==> src/hdl/bmsi_pkg.sv <==
// Shared types and constants for the bank mapper with scanline interrupt.
`timescale 1ns / 1ps
`default_nettype none

package bmsi_pkg;

  localparam int PRG_COUNT_W = 9;
  localparam int CHR_COUNT_W = 11;
  localparam int PAGE_W      = 11;
  localparam int BANK_W      = 8;
  localparam int SLOT_W      = 4;
  localparam int CFG_INDEX_W = 2;
  localparam int CFG_DATA_W  = 11;

  // Modulo unit: four dividend bits are retired per cycle.
  localparam int MOD_DIGIT_W = 4;
  localparam int MOD_STEPS   = BANK_W / MOD_DIGIT_W;
  localparam int MOD_STEP_W  = (MOD_STEPS > 1) ? $clog2(MOD_STEPS) : 1;

  localparam logic [SLOT_W-1:0] CHR_FIRST_SLOT = 4'd4;
  localparam logic [SLOT_W-1:0] LAST_SLOT      = 4'd11;

  localparam logic CMD_WRITE = 1'b0;
  localparam logic CMD_TICK  = 1'b1;

  localparam logic [15:0] ADDR_MASK        = 16'hE001;
  localparam logic [15:0] ADDR_BANK_SELECT = 16'h8000;
  localparam logic [15:0] ADDR_BANK_DATA   = 16'h8001;
  localparam logic [15:0] ADDR_MIRROR      = 16'hA000;
  localparam logic [15:0] ADDR_IRQ_COUNTER = 16'hC000;
  localparam logic [15:0] ADDR_IRQ_RELOAD  = 16'hC001;
  localparam logic [15:0] ADDR_IRQ_DISABLE = 16'hE000;
  localparam logic [15:0] ADDR_IRQ_ENABLE  = 16'hE001;

  localparam logic [BANK_W-1:0] BANK_2K_MASK = 8'hFE;
  localparam logic [2:0] SEL_LAST_2K  = 3'd1;
  localparam logic [2:0] SEL_FIRST_1K = 3'd2;
  localparam logic [2:0] SEL_LAST_CHR = 3'd5;
  localparam int PRG_SWAP_BIT = 6;
  localparam int CHR_SWAP_BIT = 7;

  localparam logic [8:0] LAST_VISIBLE_LINE = 9'd239;

  localparam logic [CFG_INDEX_W-1:0] CFG_PRG_PAGES   = 2'd0;
  localparam logic [CFG_INDEX_W-1:0] CFG_CHR_PAGES   = 2'd1;
  localparam logic [CFG_INDEX_W-1:0] CFG_FOUR_SCREEN = 2'd2;

  typedef struct packed {
    logic        command;
    logic [15:0] address;
    logic [7:0]  wdata;
    logic [8:0]  scanline;
    logic        rendering_on;
  } item_t;

  typedef struct packed {
    logic [SLOT_W-1:0] slot;
    logic [PAGE_W-1:0] page;
    logic              from_chr_ram;
    logic              mirroring;
    logic              irq_request;
    logic              last;
  } result_t;

  typedef struct packed {
    logic              apply;
    logic              mod_start;
    logic              emit;
    logic [SLOT_W-1:0] slot;
  } ctrl_cmd_t;

  typedef struct packed {
    logic mod_done;
    logic out_free;
  } dp_status_t;

endpackage

`default_nettype wire

==> src/hdl/bmsi_mod.sv <==
// Iterative remainder unit: an 8-bit bank number modulo an 11-bit page count.
`timescale 1ns / 1ps
`default_nettype none

module bmsi_mod import bmsi_pkg::*; (
  input  wire logic              clk,
  input  wire logic              rst,
  input  wire logic              start,
  input  wire logic [BANK_W-1:0] dividend,
  input  wire logic [PAGE_W-1:0] divisor,
  output logic      [PAGE_W-1:0] result,
  output logic                   done
);

  logic [PAGE_W-1:0]     rem;
  logic [PAGE_W-1:0]     rem_next;
  logic [BANK_W-1:0]     dvd;
  logic [BANK_W-1:0]     dvd_next;
  logic [MOD_STEP_W-1:0] step;
  logic                  busy;
  logic                  zero;

  // Restoring remainder, several bits per cycle. The partial remainder stays
  // below the divisor, so one trial subtraction per bit is enough.
  always_comb begin
    logic [PAGE_W:0] trial;
    rem_next = rem;
    dvd_next = dvd;
    for (int i = 0; i < MOD_DIGIT_W; i++) begin
      trial    = {rem_next, dvd_next[BANK_W-1]};
      dvd_next = {dvd_next[BANK_W-2:0], 1'b0};
      if (trial >= {1'b0, divisor}) begin
        rem_next = PAGE_W'(trial - {1'b0, divisor});
      end else begin
        rem_next = trial[PAGE_W-1:0];
      end
    end
  end

  always_ff @(posedge clk) begin
    if (rst) begin
      busy <= 1'b0;
      done <= 1'b0;
      step <= '0;
    end else if (start) begin
      busy <= 1'b1;
      done <= 1'b0;
      step <= '0;
    end else if (busy) begin
      step <= MOD_STEP_W'(step + 1'b1);
      if (step == MOD_STEP_W'(MOD_STEPS - 1)) begin
        busy <= 1'b0;
        done <= 1'b1;
      end
    end
  end

  always_ff @(posedge clk) begin
    if (start) begin
      rem  <= '0;
      dvd  <= dividend;
      zero <= (divisor == '0);
    end else if (busy) begin
      rem <= rem_next;
      dvd <= dvd_next;
    end
  end

  // An empty page count maps everything to page zero.
  assign result = zero ? '0 : rem;

endmodule

`default_nettype wire

==> src/hdl/bmsi_dp.sv <==
// Datapath: mapper registers, IRQ counter, slot page selection and result register.
`timescale 1ns / 1ps
`default_nettype none

module bmsi_dp import bmsi_pkg::*; (
  input  wire logic                   clk,
  input  wire logic                   rst,
  input  wire ctrl_cmd_t              cmd,
  output dp_status_t                  status,
  input  wire item_t                  item,
  input  wire logic                   cfg_we,
  input  wire logic [CFG_INDEX_W-1:0] cfg_index,
  input  wire logic [CFG_DATA_W-1:0]  cfg_wdata,
  output logic                        result_valid,
  input  wire logic                   result_ready,
  output result_t                     result
);

  logic [PRG_COUNT_W-1:0] prg_count;
  logic [CHR_COUNT_W-1:0] chr_count;
  logic                   four_screen;

  logic [BANK_W-1:0] bank_select;
  logic [BANK_W-1:0] chr_2k_banks [2];
  logic [BANK_W-1:0] chr_1k_banks [4];
  logic [BANK_W-1:0] prg_banks [2];
  logic [BANK_W-1:0] irq_counter;
  logic [BANK_W-1:0] irq_reload;
  logic              irq_enable;
  logic              mirror_mode;
  logic              irq_flag;

  logic [2:0]             sel;
  logic [2:0]             sel_1k;
  logic                   chr_ram;
  logic [PRG_COUNT_W-1:0] prg_last0;
  logic [PRG_COUNT_W-1:0] prg_last1;
  logic                   use_mod;
  logic [PAGE_W-1:0]      fixed_page;
  logic [BANK_W-1:0]      mod_dividend;
  logic [PAGE_W-1:0]      mod_divisor;
  logic [PAGE_W-1:0]      mod_result;
  logic                   mod_done;

  assign sel     = bank_select[2:0];
  assign sel_1k  = sel - SEL_FIRST_1K;
  assign chr_ram = (chr_count == '0);

  always_ff @(posedge clk) begin
    if (rst) begin
      prg_count   <= PRG_COUNT_W'(2);
      chr_count   <= '0;
      four_screen <= 1'b0;
    end else if (cfg_we) begin
      case (cfg_index)
        CFG_PRG_PAGES:   prg_count   <= cfg_wdata[PRG_COUNT_W-1:0];
        CFG_CHR_PAGES:   chr_count   <= cfg_wdata[CHR_COUNT_W-1:0];
        CFG_FOUR_SCREEN: four_screen <= cfg_wdata[0];
        default: ;
      endcase
    end
  end

  always_ff @(posedge clk) begin
    if (rst) begin
      bank_select     <= '0;
      chr_2k_banks[0] <= 8'd0;
      chr_2k_banks[1] <= 8'd2;
      chr_1k_banks[0] <= 8'd4;
      chr_1k_banks[1] <= 8'd5;
      chr_1k_banks[2] <= 8'd6;
      chr_1k_banks[3] <= 8'd7;
      prg_banks[0]    <= 8'd0;
      prg_banks[1]    <= 8'd1;
      irq_counter     <= '0;
      irq_reload      <= '0;
      irq_enable      <= 1'b0;
      mirror_mode     <= 1'b0;
      irq_flag        <= 1'b0;
    end else if (cmd.apply) begin
      irq_flag <= 1'b0;
      if (item.command == CMD_WRITE) begin
        case (item.address & ADDR_MASK)
          ADDR_BANK_SELECT: bank_select <= item.wdata;
          ADDR_BANK_DATA: begin
            // Character bank writes are dropped when the cartridge has no CHR ROM.
            if (!(sel <= SEL_LAST_CHR && chr_ram)) begin
              if (sel <= SEL_LAST_2K) begin
                chr_2k_banks[sel[0]] <= item.wdata & BANK_2K_MASK;
              end else if (sel <= SEL_LAST_CHR) begin
                chr_1k_banks[sel_1k[1:0]] <= item.wdata;
              end else begin
                prg_banks[sel[0]] <= item.wdata;
              end
            end
          end
          ADDR_MIRROR: begin
            if (!four_screen) begin
              mirror_mode <= ~item.wdata[0];
            end
          end
          ADDR_IRQ_COUNTER: irq_counter <= item.wdata;
          ADDR_IRQ_RELOAD:  irq_reload  <= item.wdata;
          ADDR_IRQ_DISABLE: irq_enable  <= 1'b0;
          ADDR_IRQ_ENABLE:  irq_enable  <= 1'b1;
          default: ;
        endcase
      end else if (irq_enable && item.scanline <= LAST_VISIBLE_LINE && item.rendering_on) begin
        if (irq_counter == '0) begin
          irq_counter <= irq_reload;
          irq_flag    <= 1'b1;
        end else begin
          irq_counter <= BANK_W'(irq_counter - 1'b1);
        end
      end
    end
  end

  assign prg_last0 = (prg_count != '0) ? PRG_COUNT_W'(prg_count - 1'b1) : '0;
  assign prg_last1 = (prg_count > PRG_COUNT_W'(1)) ? PRG_COUNT_W'(prg_count - 2'd2) : '0;

  // Work out, for the slot in hand, either a fixed page or the bank number
  // that goes through the modulo unit.
  always_comb begin
    logic [SLOT_W-1:0] chr_offset;
    logic [2:0]        c;
    logic [2:0]        e;
    chr_offset   = SLOT_W'(cmd.slot - CHR_FIRST_SLOT);
    c            = chr_offset[2:0];
    e            = c ^ {bank_select[CHR_SWAP_BIT], 2'b00};
    use_mod      = 1'b0;
    fixed_page   = '0;
    mod_dividend = '0;
    mod_divisor  = PAGE_W'(prg_count);
    if (cmd.slot < CHR_FIRST_SLOT) begin
      case (cmd.slot[1:0])
        2'd0: begin
          if (bank_select[PRG_SWAP_BIT]) begin
            fixed_page = PAGE_W'(prg_last1);
          end else begin
            use_mod      = 1'b1;
            mod_dividend = prg_banks[0];
          end
        end
        2'd1: begin
          use_mod      = 1'b1;
          mod_dividend = prg_banks[1];
        end
        2'd2: begin
          if (bank_select[PRG_SWAP_BIT]) begin
            use_mod      = 1'b1;
            mod_dividend = prg_banks[0];
          end else begin
            fixed_page = PAGE_W'(prg_last1);
          end
        end
        default: fixed_page = PAGE_W'(prg_last0);
      endcase
    end else if (chr_ram) begin
      // Character RAM: pages 0-3 and 4-7, swapped by the CHR swap bit.
      fixed_page = PAGE_W'({c[2] ^ ~bank_select[CHR_SWAP_BIT], c[1:0]});
    end else begin
      use_mod     = 1'b1;
      mod_divisor = chr_count;
      case (e)
        3'd0:    mod_dividend = chr_2k_banks[0];
        3'd1:    mod_dividend = BANK_W'(chr_2k_banks[0] + 1'b1);
        3'd2:    mod_dividend = chr_2k_banks[1];
        3'd3:    mod_dividend = BANK_W'(chr_2k_banks[1] + 1'b1);
        default: mod_dividend = chr_1k_banks[e[1:0]];
      endcase
    end
  end

  bmsi_mod u_mod (
    .clk      (clk),
    .rst      (rst),
    .start    (cmd.mod_start),
    .dividend (mod_dividend),
    .divisor  (mod_divisor),
    .result   (mod_result),
    .done     (mod_done)
  );

  always_ff @(posedge clk) begin
    if (rst) begin
      result_valid <= 1'b0;
    end else if (cmd.emit) begin
      result_valid <= 1'b1;
    end else if (result_ready) begin
      result_valid <= 1'b0;
    end
  end

  always_ff @(posedge clk) begin
    if (cmd.emit) begin
      result.slot         <= cmd.slot;
      result.page         <= use_mod ? mod_result : fixed_page;
      result.from_chr_ram <= chr_ram && (cmd.slot >= CHR_FIRST_SLOT);
      result.mirroring    <= mirror_mode;
      result.irq_request  <= irq_flag;
      result.last         <= (cmd.slot == LAST_SLOT);
    end
  end

  assign status.mod_done = mod_done;
  assign status.out_free = !result_valid || result_ready;

endmodule

`default_nettype wire

==> src/hdl/bmsi_ctrl.sv <==
// Controller: accepts an item, then steps through the twelve slots of the page map.
`timescale 1ns / 1ps
`default_nettype none

module bmsi_ctrl import bmsi_pkg::*; (
  input  wire logic       clk,
  input  wire logic       rst,
  input  wire logic       item_valid,
  output logic            item_ready,
  input  wire dp_status_t status,
  output ctrl_cmd_t       cmd
);

  typedef enum logic [1:0] {
    S_IDLE,
    S_LOAD,
    S_CALC,
    S_EMIT
  } state_t;

  state_t            state;
  logic [SLOT_W-1:0] slot;

  always_ff @(posedge clk) begin
    if (rst) begin
      state <= S_IDLE;
      slot  <= '0;
    end else begin
      case (state)
        S_IDLE: begin
          if (item_valid) begin
            state <= S_LOAD;
            slot  <= '0;
          end
        end
        S_LOAD: state <= S_CALC;
        S_CALC: begin
          if (status.mod_done) begin
            state <= S_EMIT;
          end
        end
        S_EMIT: begin
          if (status.out_free) begin
            if (slot == LAST_SLOT) begin
              state <= S_IDLE;
            end else begin
              slot  <= SLOT_W'(slot + 1'b1);
              state <= S_LOAD;
            end
          end
        end
        default: state <= S_IDLE;
      endcase
    end
  end

  assign item_ready    = (state == S_IDLE);
  assign cmd.apply     = item_valid && (state == S_IDLE);
  assign cmd.mod_start = (state == S_LOAD);
  assign cmd.emit      = (state == S_EMIT) && status.out_free;
  assign cmd.slot      = slot;

endmodule

`default_nettype wire

==> src/hdl/bank_mapper_with_scanline_irq.sv <==
// Bank-switching mapper with scanline IRQ counter: top level.
//
// Each accepted word is a CPU register write or an end-of-scanline tick; it
// updates the mapper registers in the cycle it is taken and is answered by
// twelve result words giving the page map (four 8K program slots, then eight
// 1K character slots), the mirroring code and whether the word raised an IRQ.
// After the accept cycle the block steps, for each slot, through a load
// state, the shared modulo unit (two steps of four remainder bits each,
// then a step to flag completion) and a state that writes the result
// register. A result still waiting when the next slot is ready to be
// written holds that slot up until it is taken. The next word is taken
// while the last result still waits in the output register. The user must
// write the configuration registers through cfg_we, cfg_index and cfg_wdata
// only while no item is in flight; the block itself does not enforce this.
`timescale 1ns / 1ps
`default_nettype none

module bank_mapper_with_scanline_irq import bmsi_pkg::*; (
  input  wire logic                   clk,
  input  wire logic                   rst,
  input  wire logic                   item_valid,
  output logic                        item_ready,
  input  wire item_t                  item,
  output logic                        result_valid,
  input  wire logic                   result_ready,
  output result_t                     result,
  input  wire logic                   cfg_we,
  input  wire logic [CFG_INDEX_W-1:0] cfg_index,
  input  wire logic [CFG_DATA_W-1:0]  cfg_wdata
);

  ctrl_cmd_t  cmd;
  dp_status_t status;

  bmsi_ctrl u_ctrl (
    .clk        (clk),
    .rst        (rst),
    .item_valid (item_valid),
    .item_ready (item_ready),
    .status     (status),
    .cmd        (cmd)
  );

  bmsi_dp u_dp (
    .clk          (clk),
    .rst          (rst),
    .cmd          (cmd),
    .status       (status),
    .item         (item),
    .cfg_we       (cfg_we),
    .cfg_index    (cfg_index),
    .cfg_wdata    (cfg_wdata),
    .result_valid (result_valid),
    .result_ready (result_ready),
    .result       (result)
  );

  // Once a word is taken the block is busy until its map has gone out.
  a_busy_after_accept : assert property (@(posedge clk) disable iff (rst)
    item_valid && item_ready |=> !item_ready)
    else $error("block still ready after taking a word");

  // While idle, only the final word of the previous map may be waiting.
  a_idle_holds_last : assert property (@(posedge clk) disable iff (rst)
    item_ready && result_valid |-> result.last)
    else $error("idle with an unfinished map in the output register");

  a_last_slot : assert property (@(posedge clk) disable iff (rst)
    result_valid && result.last |-> result.slot == LAST_SLOT)
    else $error("last flag on a slot other than the final one");

  a_ram_on_chr_only : assert property (@(posedge clk) disable iff (rst)
    result_valid && result.from_chr_ram |-> result.slot >= CHR_FIRST_SLOT)
    else $error("character RAM flag on a program slot");

endmodule

`default_nettype wire
==> config.mk <==
export PLATFORM = sky130hd
export DESIGN_NAME = bank_mapper_with_scanline_irq
export DESIGN_NICKNAME = d
export VERILOG_FILES = /design/src/hdl/bmsi_pkg.sv /design/src/hdl/bmsi_mod.sv /design/src/hdl/bmsi_dp.sv /design/src/hdl/bmsi_ctrl.sv /design/src/hdl/bank_mapper_with_scanline_irq.sv
export SDC_FILE = /design/constraint.sdc
export NUM_CORES = 1
export LEC_CHECK = 0
export BUFFER_PORTS_ARGS = -buffer_cell sky130_fd_sc_hd__buf_2
export CORE_MARGIN = 2
export CORE_UTILIZATION = 66
export CTS_BUF_LIST = sky130_fd_sc_hd__clkbuf_16
export DETAILED_ROUTE_END_ITERATION = 8
export GPL_TIMING_DRIVEN = 0
export PLACE_DENSITY = 0.87
export SETUP_SLACK_MARGIN = 0.1
export SLEW_MARGIN = 20
export SYNTH_ARGS = -nofsm -noshare
export SYNTH_HDL_FRONTEND = slang
export SYNTH_SLANG_ARGS = --single-unit
export TNS_END_PERCENT = 30
==> constraint.sdc <==
create_clock -name clk -period 27.8 [get_ports clk]
set_input_delay 5.56 -clock clk [delete_from_list [all_inputs] [get_ports clk]]
set_output_delay 5.56 -clock clk [all_outputs]
set_load 0.005 [all_outputs]
* After elaboration in Yosys (flattened, before gate mapping) *
Memories as Yosys holds them, arrays and structs flattened.
Index checks and enable logic that the tools add are counted.

storage, ports and cells
  word-level logic and storage cells = 199
  output and inout port bits = 21
  ROM bits = 0
  input bits = 53
  bits in latches = 0
  register bits after elaboration = 97
  RAM bits = 62
  memories kept = 3

memory list
  memory             depth  bits a word  read ports  clocked after memory_dff  write ports  RTL line       RTL
  u_dp.chr_1k_banks  4      8            1           0                         4            bmsi_dp.sv:25  logic [BANK_W-1:0] chr_1k_banks [4];
  u_dp.prg_banks     2      8            2           0                         2            bmsi_dp.sv:26  logic [BANK_W-1:0] prg_banks [2];
  u_dp.chr_2k_banks  2      7            2           0                         2            bmsi_dp.sv:24  logic [BANK_W-1:0] chr_2k_banks [2];

operators by class
  $lt $le $gt $ge = 10
  mux-type cells = 84
  reduce and logical (&&, ||, !) cells = 36
  add/sub/neg operators = 13
  shift operators = 0
  equality and inequality tests = 23
  bitwise logic cells = 6
  div/mod/pow operators = 0
  multiply operators = 0

operator list
  operator                                                                          count
  11-bit two-way mux                                                                9
  8-bit two-way mux                                                                 12
  12-bit by 11-bit greater-or-equal comparator with 1-bit output                    4
  11-bit subtractor                                                                 4
  1-bit two-way mux                                                                 43
  9-bit two-way mux                                                                 4
  11-bit one-hot mux with 3 select lines                                            1
  4-bit equality test (second input constant)                                       8
  8-bit one-hot mux with 4 select lines                                             1
  8-bit one-hot mux with 3 select lines                                             1
  11-bit logical NOT                                                                2
  8-bit by 1-bit adder with 8-bit output (second input constant)                    2
  8-bit OR reduction                                                                2
  3-bit AND reduction                                                               5
  4-bit two-way mux                                                                 3
  2-bit nonzero test                                                                5
  9-bit by 1-bit greater-than comparator with 1-bit output (second input constant)  1
  9-bit by 8-bit <= comparator with 1-bit output (second input constant)            1
  9-bit nonzero test                                                                1
  9-bit by 1-bit subtractor with 9-bit output (second input constant)               1
  9-bit by 2-bit subtractor with 9-bit output (second input constant)               1
  2-bit equality test (second input constant)                                       4
  8-bit logical NOT                                                                 1
  2-bit two-way mux                                                                 4
  other kinds (32)                                                                  52

* Logic depth before layout (Yosys ltp) *
Gate-level depths: netlist of run 1.

  depth after elaboration = 11
  gate-level depth with buffers = 52
  gate-level depth less buffers = 48

* Cells and area by module *
From an unflattened synthesis of run 1, not the netlist that was laid out.

unflattened totals
  cell total of the unflattened synthesis = 1089
  area, all modules = 10294.9 um^2

modules (own cells, without submodules)
  module     times used  area each (um^2)  seq. area each (um^2)  cells an instance
  bmsi_dp    1           6303.5            3353.2                 595
  bmsi_mod   1           3564.7            550.5                  442
  bmsi_ctrl  1           426.7             120.1                  52

* Least setup slack after synthesis of run 1 *
No wires, ideal clock.

  path kind = register to register
  from = register u_dp.chr_count[10]
  to = register u_dp.u_mod.rem[0]
  arrival time = 10266 ps
  buffers on the path = 4
  slack = 17448 ps
  stages on the path, launching flop included = 49
  library setup time = 86 ps
  cells stage by stage = dfxtp_1 -> nor4_4 -> a31o_1 -> buf_4 -> clkbuf_1 -> mux2i_1 -> ha_1 -> a21o_1 -> a21o_1 -> a41oi_1 -> o31ai_4 -> o31ai_4 -> clkbuf_1 -> nor2_1 -> a21oi_1 -> fa_1 -> nor2b_1 -> o31ai_1 -> [... 13 more ...] -> a211oi_2 -> nand3_2 -> clkbuf_1 -> nor2_1 -> a21oi_1 -> fa_1 -> a21o_1 -> a21o_1 -> a21o_1 -> a211oi_1 -> nor3_1 -> nand2_1 -> o22ai_1 -> a31oi_1 -> a31o_2 -> o211a_4 -> mux2_2 -> a211oi_1

between the ends
  cells in the longest elaborated chain, start to end = 11
  elaborated cells between the ends (all ways) = 15
  classes of those cells = 4 x add/sub; 4 x order compare; 6 x mux; 1 x reduce/logical

RTL lines
  what                                                                                                        RTL line                        RTL
  from (decl)                                                                                                 bmsi_dp.sv:20                   logic [CHR_COUNT_W-1:0] chr_count;
  from (signal assigned)                                                                                      bmsi_dp.sv:57                   CFG_CHR_PAGES: chr_count <= cfg_wdata[CHR_COUNT_W-1:0];
  11-bit logical NOT                                                                                          bmsi_dp.sv:47                   assign chr_ram = (chr_count == '0);
  11-bit two-way mux (*)                                                                                      bmsi_dp.sv:159                  end else if (chr_ram) begin
  11-bit two-way mux (*)                                                                                      bmsi_dp.sv:135                  if (cmd.slot < CHR_FIRST_SLOT) begin
  11-bit subtractor / 12-bit by 11-bit greater-or-equal comparator with 1-bit output (equally long branches)  bmsi_mod.sv:33, bmsi_mod.sv:32
  11-bit two-way mux                                                                                          bmsi_mod.sv:32                  if (trial >= {1'b0, divisor}) begin
  11-bit subtractor / 12-bit by 11-bit greater-or-equal comparator with 1-bit output (equally long branches)  bmsi_mod.sv:33, bmsi_mod.sv:32
  11-bit two-way mux                                                                                          bmsi_mod.sv:32
  11-bit subtractor / 12-bit by 11-bit greater-or-equal comparator with 1-bit output (equally long branches)  bmsi_mod.sv:33, bmsi_mod.sv:32
  11-bit two-way mux                                                                                          bmsi_mod.sv:32
  12-bit by 11-bit greater-or-equal comparator with 1-bit output                                              bmsi_mod.sv:32
  11-bit two-way mux (*)                                                                                      bmsi_mod.sv:32
  to (signal assigned)                                                                                        bmsi_mod.sv:64                  rem <= rem_next;
  to (decl)                                                                                                   bmsi_mod.sv:15                  logic [PAGE_W-1:0] rem;

Mark *: on every way between the ends. The rest lies on a longest branch, timed or not.
A chain may end at the register's enable or synchronous reset.

* Worst setup path in the final report of run 1 *
  from = register u_dp.chr_count[10]
  to = register u_dp.u_mod.rem[7]

between the ends
  cells in the longest elaborated chain, start to end = 11
  elaborated cells between the ends (all ways) = 15
  classes of those cells = 4 x add/sub; 4 x order compare; 6 x mux; 1 x reduce/logical

RTL lines
  what                                                                                                        RTL line
  11-bit logical NOT                                                                                          bmsi_dp.sv:47
  11-bit two-way mux (*)                                                                                      bmsi_dp.sv:159
  11-bit two-way mux (*)                                                                                      bmsi_dp.sv:135
  11-bit subtractor / 12-bit by 11-bit greater-or-equal comparator with 1-bit output (equally long branches)  bmsi_mod.sv:33, bmsi_mod.sv:32
  11-bit two-way mux                                                                                          bmsi_mod.sv:32
  11-bit subtractor / 12-bit by 11-bit greater-or-equal comparator with 1-bit output (equally long branches)  bmsi_mod.sv:33, bmsi_mod.sv:32
  11-bit two-way mux                                                                                          bmsi_mod.sv:32
  11-bit subtractor / 12-bit by 11-bit greater-or-equal comparator with 1-bit output (equally long branches)  bmsi_mod.sv:33, bmsi_mod.sv:32
  11-bit two-way mux                                                                                          bmsi_mod.sv:32
  11-bit subtractor / 12-bit by 11-bit greater-or-equal comparator with 1-bit output (equally long branches)  bmsi_mod.sv:33, bmsi_mod.sv:32
  11-bit two-way mux (*)                                                                                      bmsi_mod.sv:32

Marked as above.

==> results of run 1 <==
[metal layers]
metal,track usage (%),vias up
li1,-,4098
met1,45.7,4155
met2,54.0,472
met3,5.47,73
met4,14.5,0
met5,0,-
[cells by family (layout without fill, tap and decap cells)]
| group | Yosys count | count (layout) | share of synthesized area (%) |
|---|---|---|---|
| buf+inv | 98 | 184 | 3.90 |
| compound gates | 258 | 258 | 18.0 |
| flops | 156 | 156 | 39.5 |
| simple gates | 409 | 409 | 20.1 |
| fa+ha+maj | 61 | 61 | 7.76 |
| xor+xnor | 35 | 35 | 3.01 |
| mux | 65 | 65 | 7.70 |
[final cells by class]
| cell class | count | area, um^2 | share of cell area, % |
|---|---|---|---|
| Multi-Input combinational cell | 828 | 5780 | 51.0 |
| Sequential cell | 156 | 4020 | 35.5 |
| Clock buffer | 17 | 425 | 3.75 |
| Timing Repair Buffer | 55 | 282 | 2.48 |
| Tap cell | 188 | 235 | 2.07 |
| Buffer | 51 | 216 | 1.91 |
| Clock inverter | 14 | 194 | 1.71 |
| Inverter | 47 | 181 | 1.60 |
[sequential cells by signal, summed over array words and instances, names as in the netlist, 9 cells and up]
signal / count
u_dp.chr_1k_banks: 32
u_dp.result: 19
u_dp.prg_banks: 16
u_dp.chr_2k_banks: 14
u_dp.chr_count: 11
u_dp.u_mod.rem: 11
u_dp.prg_count: 9
[through the flow]
stage	std cells	instance area [um^2]	hold slack (ps)	setup WS, ps
CTS	1356	11300	434	15120
finish	1356	11300	434	14850
floorplan	1082	10200	403	17450
detailed placement	1325	10700	418	15240
global route	1356	11300	451	13910
global placement	1324	10700	414	15370
[cells in the final DEF, fill, tap and decap left out, drive strengths merged, types with 7 or more instances in the layout]
cell type,netlist,layout
edfxtp,90,90
or2,12,12
nor4,8,8
nor3b,7,7
and3,7,7
o21ai,40,40
nand3,22,22
mux2,14,14
a21boi,7,7
o21a,13,13
o22ai,9,9
buf,9,64
nor2b,22,22
dfxtp,66,66
inv,47,51
xnor2,21,21
mux4,8,8
a22oi,14,14
xor2,14,14
nand2,88,88
a21o,17,17
and2,59,59
ha,56,56
a221oi,9,9
nor2,123,123
nand2b,16,16
nand4,10,10
a21oi,58,58
o211ai,7,7
nor3,24,24
mux2i,43,43
clkbuf,42,59
a211oi,21,21
o31ai,10,10
[worst max-delay path: cells and delay by family (launching register included)]
family                     cells  cell delay (ps)
AOI/OAI and AO/OA             26             5430
and+or+nand+nor               11             2600
buffers and inverters          5             1510
adders and majority gates      4             1490
muxes                          3             1350
DFF                            1              390
[final timing paths]
path                                   startpoint                             end  slack (ps)  depth (start not counted)
setup reg to reg  u_dp.chr_count[10]$_SDFFE_PP0P_  u_dp.u_mod.rem[7]$_SDFFE_PP0P_       14850                         49
hold reg to reg        u_dp.irq_flag$_SDFFE_PP0P_        u_dp.result[1]$_DFFE_PP_         430                          0
hold / removal         u_dp.irq_flag$_SDFFE_PP0P_        u_dp.result[1]$_DFFE_PP_         430                          0
setup / recovery  u_dp.chr_count[10]$_SDFFE_PP0P_  u_dp.u_mod.rem[7]$_SDFFE_PP0P_       14850                         49
==> metrics.txt, run 1 <==
Top FF cell, synth edfxtp_1; Num Clock Sinks 156; Hold Crit Class reg2reg; Most common cell on crit path a21o_1; routability congestion estimate 0.911; DRC 0; die width 128 um; Final Core Density 74.9%; routed length on met2 12400 um; Max clock buf depth 2; sequential area share after synthesis 39.5%; drt initial violations 951; Yosys reg bits 156; post-CTS setup buffers 0; Root Buffer clkbuf_16; max-cap check violation count 0; CP max stage cell mux2i_1; clk slew on worst S/H paths 60 ps; worst-case clock skew 7.13 ps; most frequent cell after synthesis nor2_1; area share of the largest cell type after synthesis 26.5%; Top Ports 74; Slew @ Worst Pin 1010 ps; M1 wire length 11200 um; Wirelength per Cell 19.8 um; vias 8798; DRT Wirelength 26800 um; ys async rst share 0%; Setup CP Type reg2reg; minimum clock period 12950 ps; outcome finished, final reports clean; Die Span Y 128 um; clk_lat worst skew 430 ps; number of global-route vias before repair 8465; via/cell ratio 6.49; final hold viol count 0; core area 15100 um^2; Global Route Usage Sum 33.7%; Final HPWL DP 19500 um; top cells by count, synth nor2_1, edfxtp_1, nand2_1; share of cells above drive strength 1 12.9%; CP arrival 13230 ps; CP endpoint kind flip-flop; fill count 996; unrepaired setup endpoints after global routing no; Num CTS Buffers 17; Synth cell types 85; post_cts resized 0; hold buffers post-CTS 0; Post-Syn Instances 1082; post-synthesis cell area 10200 um^2; largest net degree at the start of global routing 17; 1st-pass router iterations 5; Inserted Diodes 0; CP Data Required Time 28080 ps; grt ovf 0; area grow syn2layout 11.3%; period utilization 46.6%; number of synthesized flops with an enable pin 90; DR WL met3 2420 um; H-tree levels 4; Setup crit start kind flip-flop; Port Buffers 54; Yosys top cell by area edfxtp_1; # rows 45; Mapped Avg Cell Area 9.42 um^2; first-pass GRT wire length 42700 um; final net count 1269; critical path peak fanout 10; initial antenna violation count 0; net count after synthesis 1195; Slew Viols, Final 0; synth warn 0; setup violators final 0; Worst slew margin 32.8%; synth top area cells edfxtp_1, dfxtp_1, ha_1; Initial Util 67.3%; CTS tree done; fmax 77.2 MHz; Top Metal Used met4; Setup TNS 0 ps; Max stage delay on crit path 690 ps; total die area 16400 um^2; Post-DRT Antenna Nets 0
Power of run 1 is not shown: default switching activity piles up to over one toggle a cycle in this logic, so the estimate is an artifact.
==> run 2: changes to the inputs <==
--- a/config.mk
+++ b/config.mk
@@ -7,11 +7,11 @@
 export LEC_CHECK = 0
 export BUFFER_PORTS_ARGS = -buffer_cell sky130_fd_sc_hd__buf_2
 export CORE_MARGIN = 2
-export CORE_UTILIZATION = 66
+export CORE_UTILIZATION = 56
 export CTS_BUF_LIST = sky130_fd_sc_hd__clkbuf_16
 export DETAILED_ROUTE_END_ITERATION = 8
 export GPL_TIMING_DRIVEN = 0
-export PLACE_DENSITY = 0.87
+export PLACE_DENSITY = 0.79
 export SETUP_SLACK_MARGIN = 0.1
 export SLEW_MARGIN = 20
 export SYNTH_ARGS = -nofsm -noshare
==> constraint.sdc (replaced) <==
create_clock -name clk -period 10.9 [get_ports clk]
set_input_delay 2.18 -clock clk [delete_from_list [all_inputs] [get_ports clk]]
set_output_delay 2.18 -clock clk [all_outputs]
set_load 0.005 [all_outputs]
==> run 2 against run 1 <==
  * Setup slack lost 14000 ps
  * Count of clock-buffer cells in the layout grew 1
  * Hold slack gained 6.0 ps
  * Non-clock buffer count grew 16
  * First-iteration DRC count shrank 14%
  * Largest cell class unchanged
  * Utilization shrank 9.5 points
  * Fmax grew 24%
  * Cell area grew 3.1%
  * Critical path depth shrank 4
  * Flip-flop and latch count is the same
  * Via count shrank 0.74%
  * Critical path type unchanged
  * Clock skew grew 2.0 ps
==> metrics.txt, run 2 (synthesis results as in run 1) <==
Root Buffer clkbuf_16; period utilization 95.9%; fmax 95.7 MHz; clk slew on worst S/H paths 60 ps; Wirelength per Cell 19.3 um; grt peak-use layer met2; grt ovf 0; Initial Util 56.9%; drt initial violations 817; Max clock buf depth 2; 1st-pass router iterations 5; share of cells above drive strength 1 16.9%; clk_lat worst skew 430 ps; initial antenna violation count 0; Max stage delay on crit path 540 ps; Final HPWL DP 19500 um; CP arrival 10740 ps; Largest register FFs 32; Num Clock Sinks 156; number of global-route vias before repair 8381; Setup TNS 0 ps; Num CTS Buffers 17; CP Data Required Time 11190 ps; GR Util met1 38.3%; DRT Wirelength 27300 um; die width 139 um; final net count 1285; Most common cell on crit path a21o_1; Port Buffers 54; CP endpoint kind flip-flop; CP max stage cell mux2i_2; setup violators final 0; Top Registers u_dp.chr_1k_banks x32, u_dp.result x19, u_dp.prg_banks x16; minimum clock period 10450 ps; unrepaired setup endpoints after global routing no; via/cell ratio 6.18; final hold viol count 0; met3 GRT Util 5.84%; Post-DRT Antenna Nets 0; core area 17900 um^2; commonest non-fill, non-tap cell in the layout nor2_1; Global Route Usage Sum 28.2%; critical path peak fanout 10; most frequent cells in the layout nor2_1, edfxtp_1, nand2_1, dfxtp_1, and2_1; CTS tree done; DRC 0; routability congestion estimate 0.919; Slew @ Worst Pin 1030 ps; # rows 49; max-cap check violation count 0; Inserted Diodes 0; worst-case clock skew 9.14 ps; grt met2 use 45.2%; largest net degree at the start of global routing 17; Worst slew margin 31.3%; Setup CP Type reg2reg; Reg with most FFs u_dp.chr_1k_banks; outcome finished, final reports clean; Setup crit start kind flip-flop; H-tree levels 4; vias 8733; total die area 19300 um^2; Hold Crit Class reg2reg; Top Ports 74; first-pass GRT wire length 43500 um; area grow syn2layout 14.8%; fill count 1412; Slew Viols, Final 0; Die Span Y 139 um
-- run 2: final cells by class --
cell class | instances | area (um^2) | area share, %
Sequential cell | 156 | 4020 | 34.4
Buffer | 51 | 238 | 2.03
Multi-Input combinational cell | 828 | 5990 | 51.2
Timing Repair Buffer | 71 | 427 | 3.65
Clock buffer | 18 | 450 | 3.85
Clock inverter | 14 | 95.1 | 0.813
Inverter | 47 | 181 | 1.55
Tap cell | 229 | 287 | 2.45
-- run 2: final timing paths --
kind / to / slack, ps / start / cells past startpoint
setup reg to reg: u_dp.u_mod.rem[4]$_SDFFE_PP0P_ / 450 / u_dp.chr_count[9]$_SDFFE_PP0P_ / 45
setup / recovery: u_dp.u_mod.rem[4]$_SDFFE_PP0P_ / 450 / u_dp.chr_count[9]$_SDFFE_PP0P_ / 45
hold / removal: u_dp.result[1]$_DFFE_PP_ / 440 / u_dp.irq_flag$_SDFFE_PP0P_ / 0
hold reg to reg: u_dp.result[1]$_DFFE_PP_ / 440 / u_dp.irq_flag$_SDFFE_PP0P_ / 0
-- run 2: timing repair --
| item | in CTS | in global routing |
|---|---|---|
| buffers inserted | 7 | 8 |
| setup endpoints to repair | 11 | 11 |
| gates cloned | 0 | 0 |
| hold endpoints to repair | 0 | 0 |
| hold buffers | 0 | 0 |
| resized for setup | 27 | 27 |
| pin swaps | 5 | 8 |
-- run 2: critical path: cells and delay by family (launching register included) --
| family | cells | cell delay (ps) |
|---|---|---|
| AO/OA/AOI/OAI | 24 | 4590 |
| adder cells (fa/ha/maj) | 4 | 1270 |
| buffers and inverters | 6 | 960 |
| flip-flops | 1 | 370 |
| multiplexers | 4 | 1570 |
| AND/OR/NAND/NOR | 7 | 1520 |
-- run 2: layer usage --
metal / up-vias / part of all wire (%) / wire length [um]
li1: 4146 / - / -
met1: 4133 / 42 / 11500
met2: 381 / 46 / 12700
met3: 73 / 8.5 / 2320
met4: 0 / 3.0 / 830
met5: - / 0 / 0
-- run 2: through the flow --
| stage | hold slack [ps] | setup WS [ps] | util [%] | instance area [um^2] | cells |
|---|---|---|---|---|---|
| after CTS | 440 | 122 | 64.1 | 11500 | 1406 |
| after floorplan | 403 | 548 | - | 10200 | 1082 |
| final | 440 | 445 | 65.3 | 11700 | 1414 |
| after global routing | 457 | 35.8 | 65.3 | 11700 | 1414 |
| after detailed placement | 428 | -1770 | 60.2 | 10800 | 1367 |
| after global placement | 413 | -1650 | 60.0 | 10700 | 1365 |
Power of run 2 is left out for the same reason.
==> run 3: changes to the inputs <==
--- a/config.mk
+++ b/config.mk
@@ -5,11 +5,10 @@
 export SDC_FILE = /design/constraint.sdc
 export NUM_CORES = 1
 export LEC_CHECK = 0
-export BUFFER_PORTS_ARGS = -buffer_cell sky130_fd_sc_hd__buf_2
 export CORE_MARGIN = 2
-export CORE_UTILIZATION = 56
-export CTS_BUF_LIST = sky130_fd_sc_hd__clkbuf_16
+export CORE_UTILIZATION = 59
 export DETAILED_ROUTE_END_ITERATION = 8
+export DONT_BUFFER_PORTS = 1
 export GPL_TIMING_DRIVEN = 0
 export PLACE_DENSITY = 0.79
 export SETUP_SLACK_MARGIN = 0.1
==> run 3 against run 2 <==
  * Non-clock buffer count shrank 57
  * Count of clock-buffer cells in the layout is the same
  * Cell count down 4.3%
  * Flip-flop and latch count did not move
  * Critical path depth grew 3
  * Global-route usage increased by 1.0 points
  * Wire length shrank 2.5%
  * First-iteration DRC count increased by 4.2%
  * Clock skew is 1.7 ps higher
  * Sequential share of layout area rose by 0.79 points
  * Critical endpoint is now u_dp.u_mod.rem[3]$_SDFFE_PP0P_
==> metrics.txt, run 3 (synthesis results as in run 1) <==
outcome finished, final reports clean; clk slew on worst S/H paths 70 ps; Port Buffers 0; Largest register FFs 32; placed cells 1307; Initial Util 59.5%; Die Span Y 135 um; Hold Crit Class reg2reg; CP arrival 10760 ps; largest net degree at the start of global routing 21; vias 8539; final hold viol count 0; fmax 95.9 MHz; total die area 18300 um^2; Post-DRT Antenna Nets 0; Critical Path Stages 48; worst setup path endpoint u_dp.u_mod.rem[3]$_SDFFE_PP0P_; Worst Hold Margin 436 ps; Most common cell on crit path a21o_1; first-pass GRT wire length 41200 um; reg2reg end u_dp.u_mod.rem[3]$_SDFFE_PP0P_; CP endpoint kind flip-flop; routability congestion estimate 0.964; core area 17100 um^2; share of cells above drive strength 1 13.0%; drt initial violations 851; Largest delay share family, worst path compound AO/OA/AOI/OAI gates; initial antenna violation count 0; crit path from u_dp.chr_count[6]$_SDFFE_PP0P_; final net count 1228; max-cap check violation count 0; Setup CP Type reg2reg; WP buf/inv 7; area grow syn2layout 12.2%; Slew Viols, Final 0; final instance area 11400 um^2; 1st-pass router iterations 6; DRT Wirelength 26600 um; Setup crit start kind flip-flop; Num CTS Buffers 17; flop2flop setup slack 470 ps; H-tree levels 4; number of global-route vias before repair 7758; Setup TNS 0 ps; via/cell ratio 6.31; Wirelength per Cell 19.7 um; worst-case clock skew 10.8 ps; Num Clock Sinks 156; clk_lat worst skew 440 ps; CP Data Required Time 11240 ps; Reg with most FFs u_dp.chr_1k_banks; RR Startpoint u_dp.chr_count[6]$_SDFFE_PP0P_; minimum clock period 10430 ps; Top Registers u_dp.chr_1k_banks x32, u_dp.result x19, u_dp.prg_banks x16; Top Ports 74; Final HPWL DP 19000 um; grt ovf 0; setup violators final 0; Root Buffer clkbuf_16; fill count 1365; final cell count without fillers 1353; Max clock buf depth 2; most frequent cells in the layout nor2_1, edfxtp_1, nand2_1, dfxtp_1, and2_1; Global Route Usage Sum 29.2%; period utilization 95.6%; Post-DP Area 10500 um^2; critical path peak fanout 10; Max stage delay on crit path 490 ps; CTS tree done; Worst slew margin 33.4%; # rows 48; DRC 0; die width 135 um; Inserted Diodes 0; CP max stage cell or4_4; Slew @ Worst Pin 996 ps; commonest non-fill, non-tap cell in the layout nor2_1; hold buffers post-CTS 0; Reg2Reg Depth 48
run 3: metal layers:
| metal | wire (um) | track usage [%] | vias to the layer above |
|---|---|---|---|
| met1 | 11600 | 41.3 | 4073 |
| met5 | 0 | 0 | - |
| met4 | 745 | 9.55 | 0 |
| li1 | - | - | 4027 |
| met2 | 12000 | 44.9 | 372 |
| met3 | 2290 | 6.43 | 67 |
run 3: cell type report:
class                      instances  area [um^2]  area share [%]
inverter                          47          181            1.59
clock inverter                    14          148            1.29
multi-input combinational        828         6010            52.6
timing repair buffer              14          106           0.930
buffer                            51          243            2.12
clock buffer                      18          439            3.84
tap                              225          282            2.46
sequential                       156         4020            35.2
run 3: how the worst min path moves through the flow:
stage / slack (ps) / startpoint / to / depth (start not counted)
finish: 440 / u_dp.irq_flag$_SDFFE_PP0P_ / u_dp.result[1]$_DFFE_PP_ / 0
global route: 460 / u_ctrl.slot[2]$_SDFFE_PP0P_ / u_dp.result[17]$_DFFE_PP_ / 0
CTS: 440 / u_dp.mirror_mode$_SDFFE_PP0P_ / u_dp.result[2]$_DFFE_PP_ / 0
detailed placement: 420 / u_dp.irq_flag$_SDFFE_PP0P_ / u_dp.result[1]$_DFFE_PP_ / 0
global placement: 410 / u_dp.irq_flag$_SDFFE_PP0P_ / u_dp.result[1]$_DFFE_PP_ / 0
floorplan: 400 / u_ctrl.slot[2]$_SDFFE_PP0P_ / u_dp.result[17]$_DFFE_PP_ / 0
run 3: through the flow:
step,setup slack (ps),utilization [%]
6_report,475,66.8
5_1_grt,-34.4,66.8
4_1_cts,157,65.7
3_5_place_dp,-2010,61.3
3_3_place_gp,-1960,61.2
2_1_floorplan,548,-
run 3: repair_timing:
action / CTS / global route
endpoints found under the setup margin: 11 / 11
pin swaps: 7 / 10
cloned: 0 / 1
gates resized for setup: 30 / 29
buffers inserted: 8 / 5
Power of run 3 is left out for the same reason.
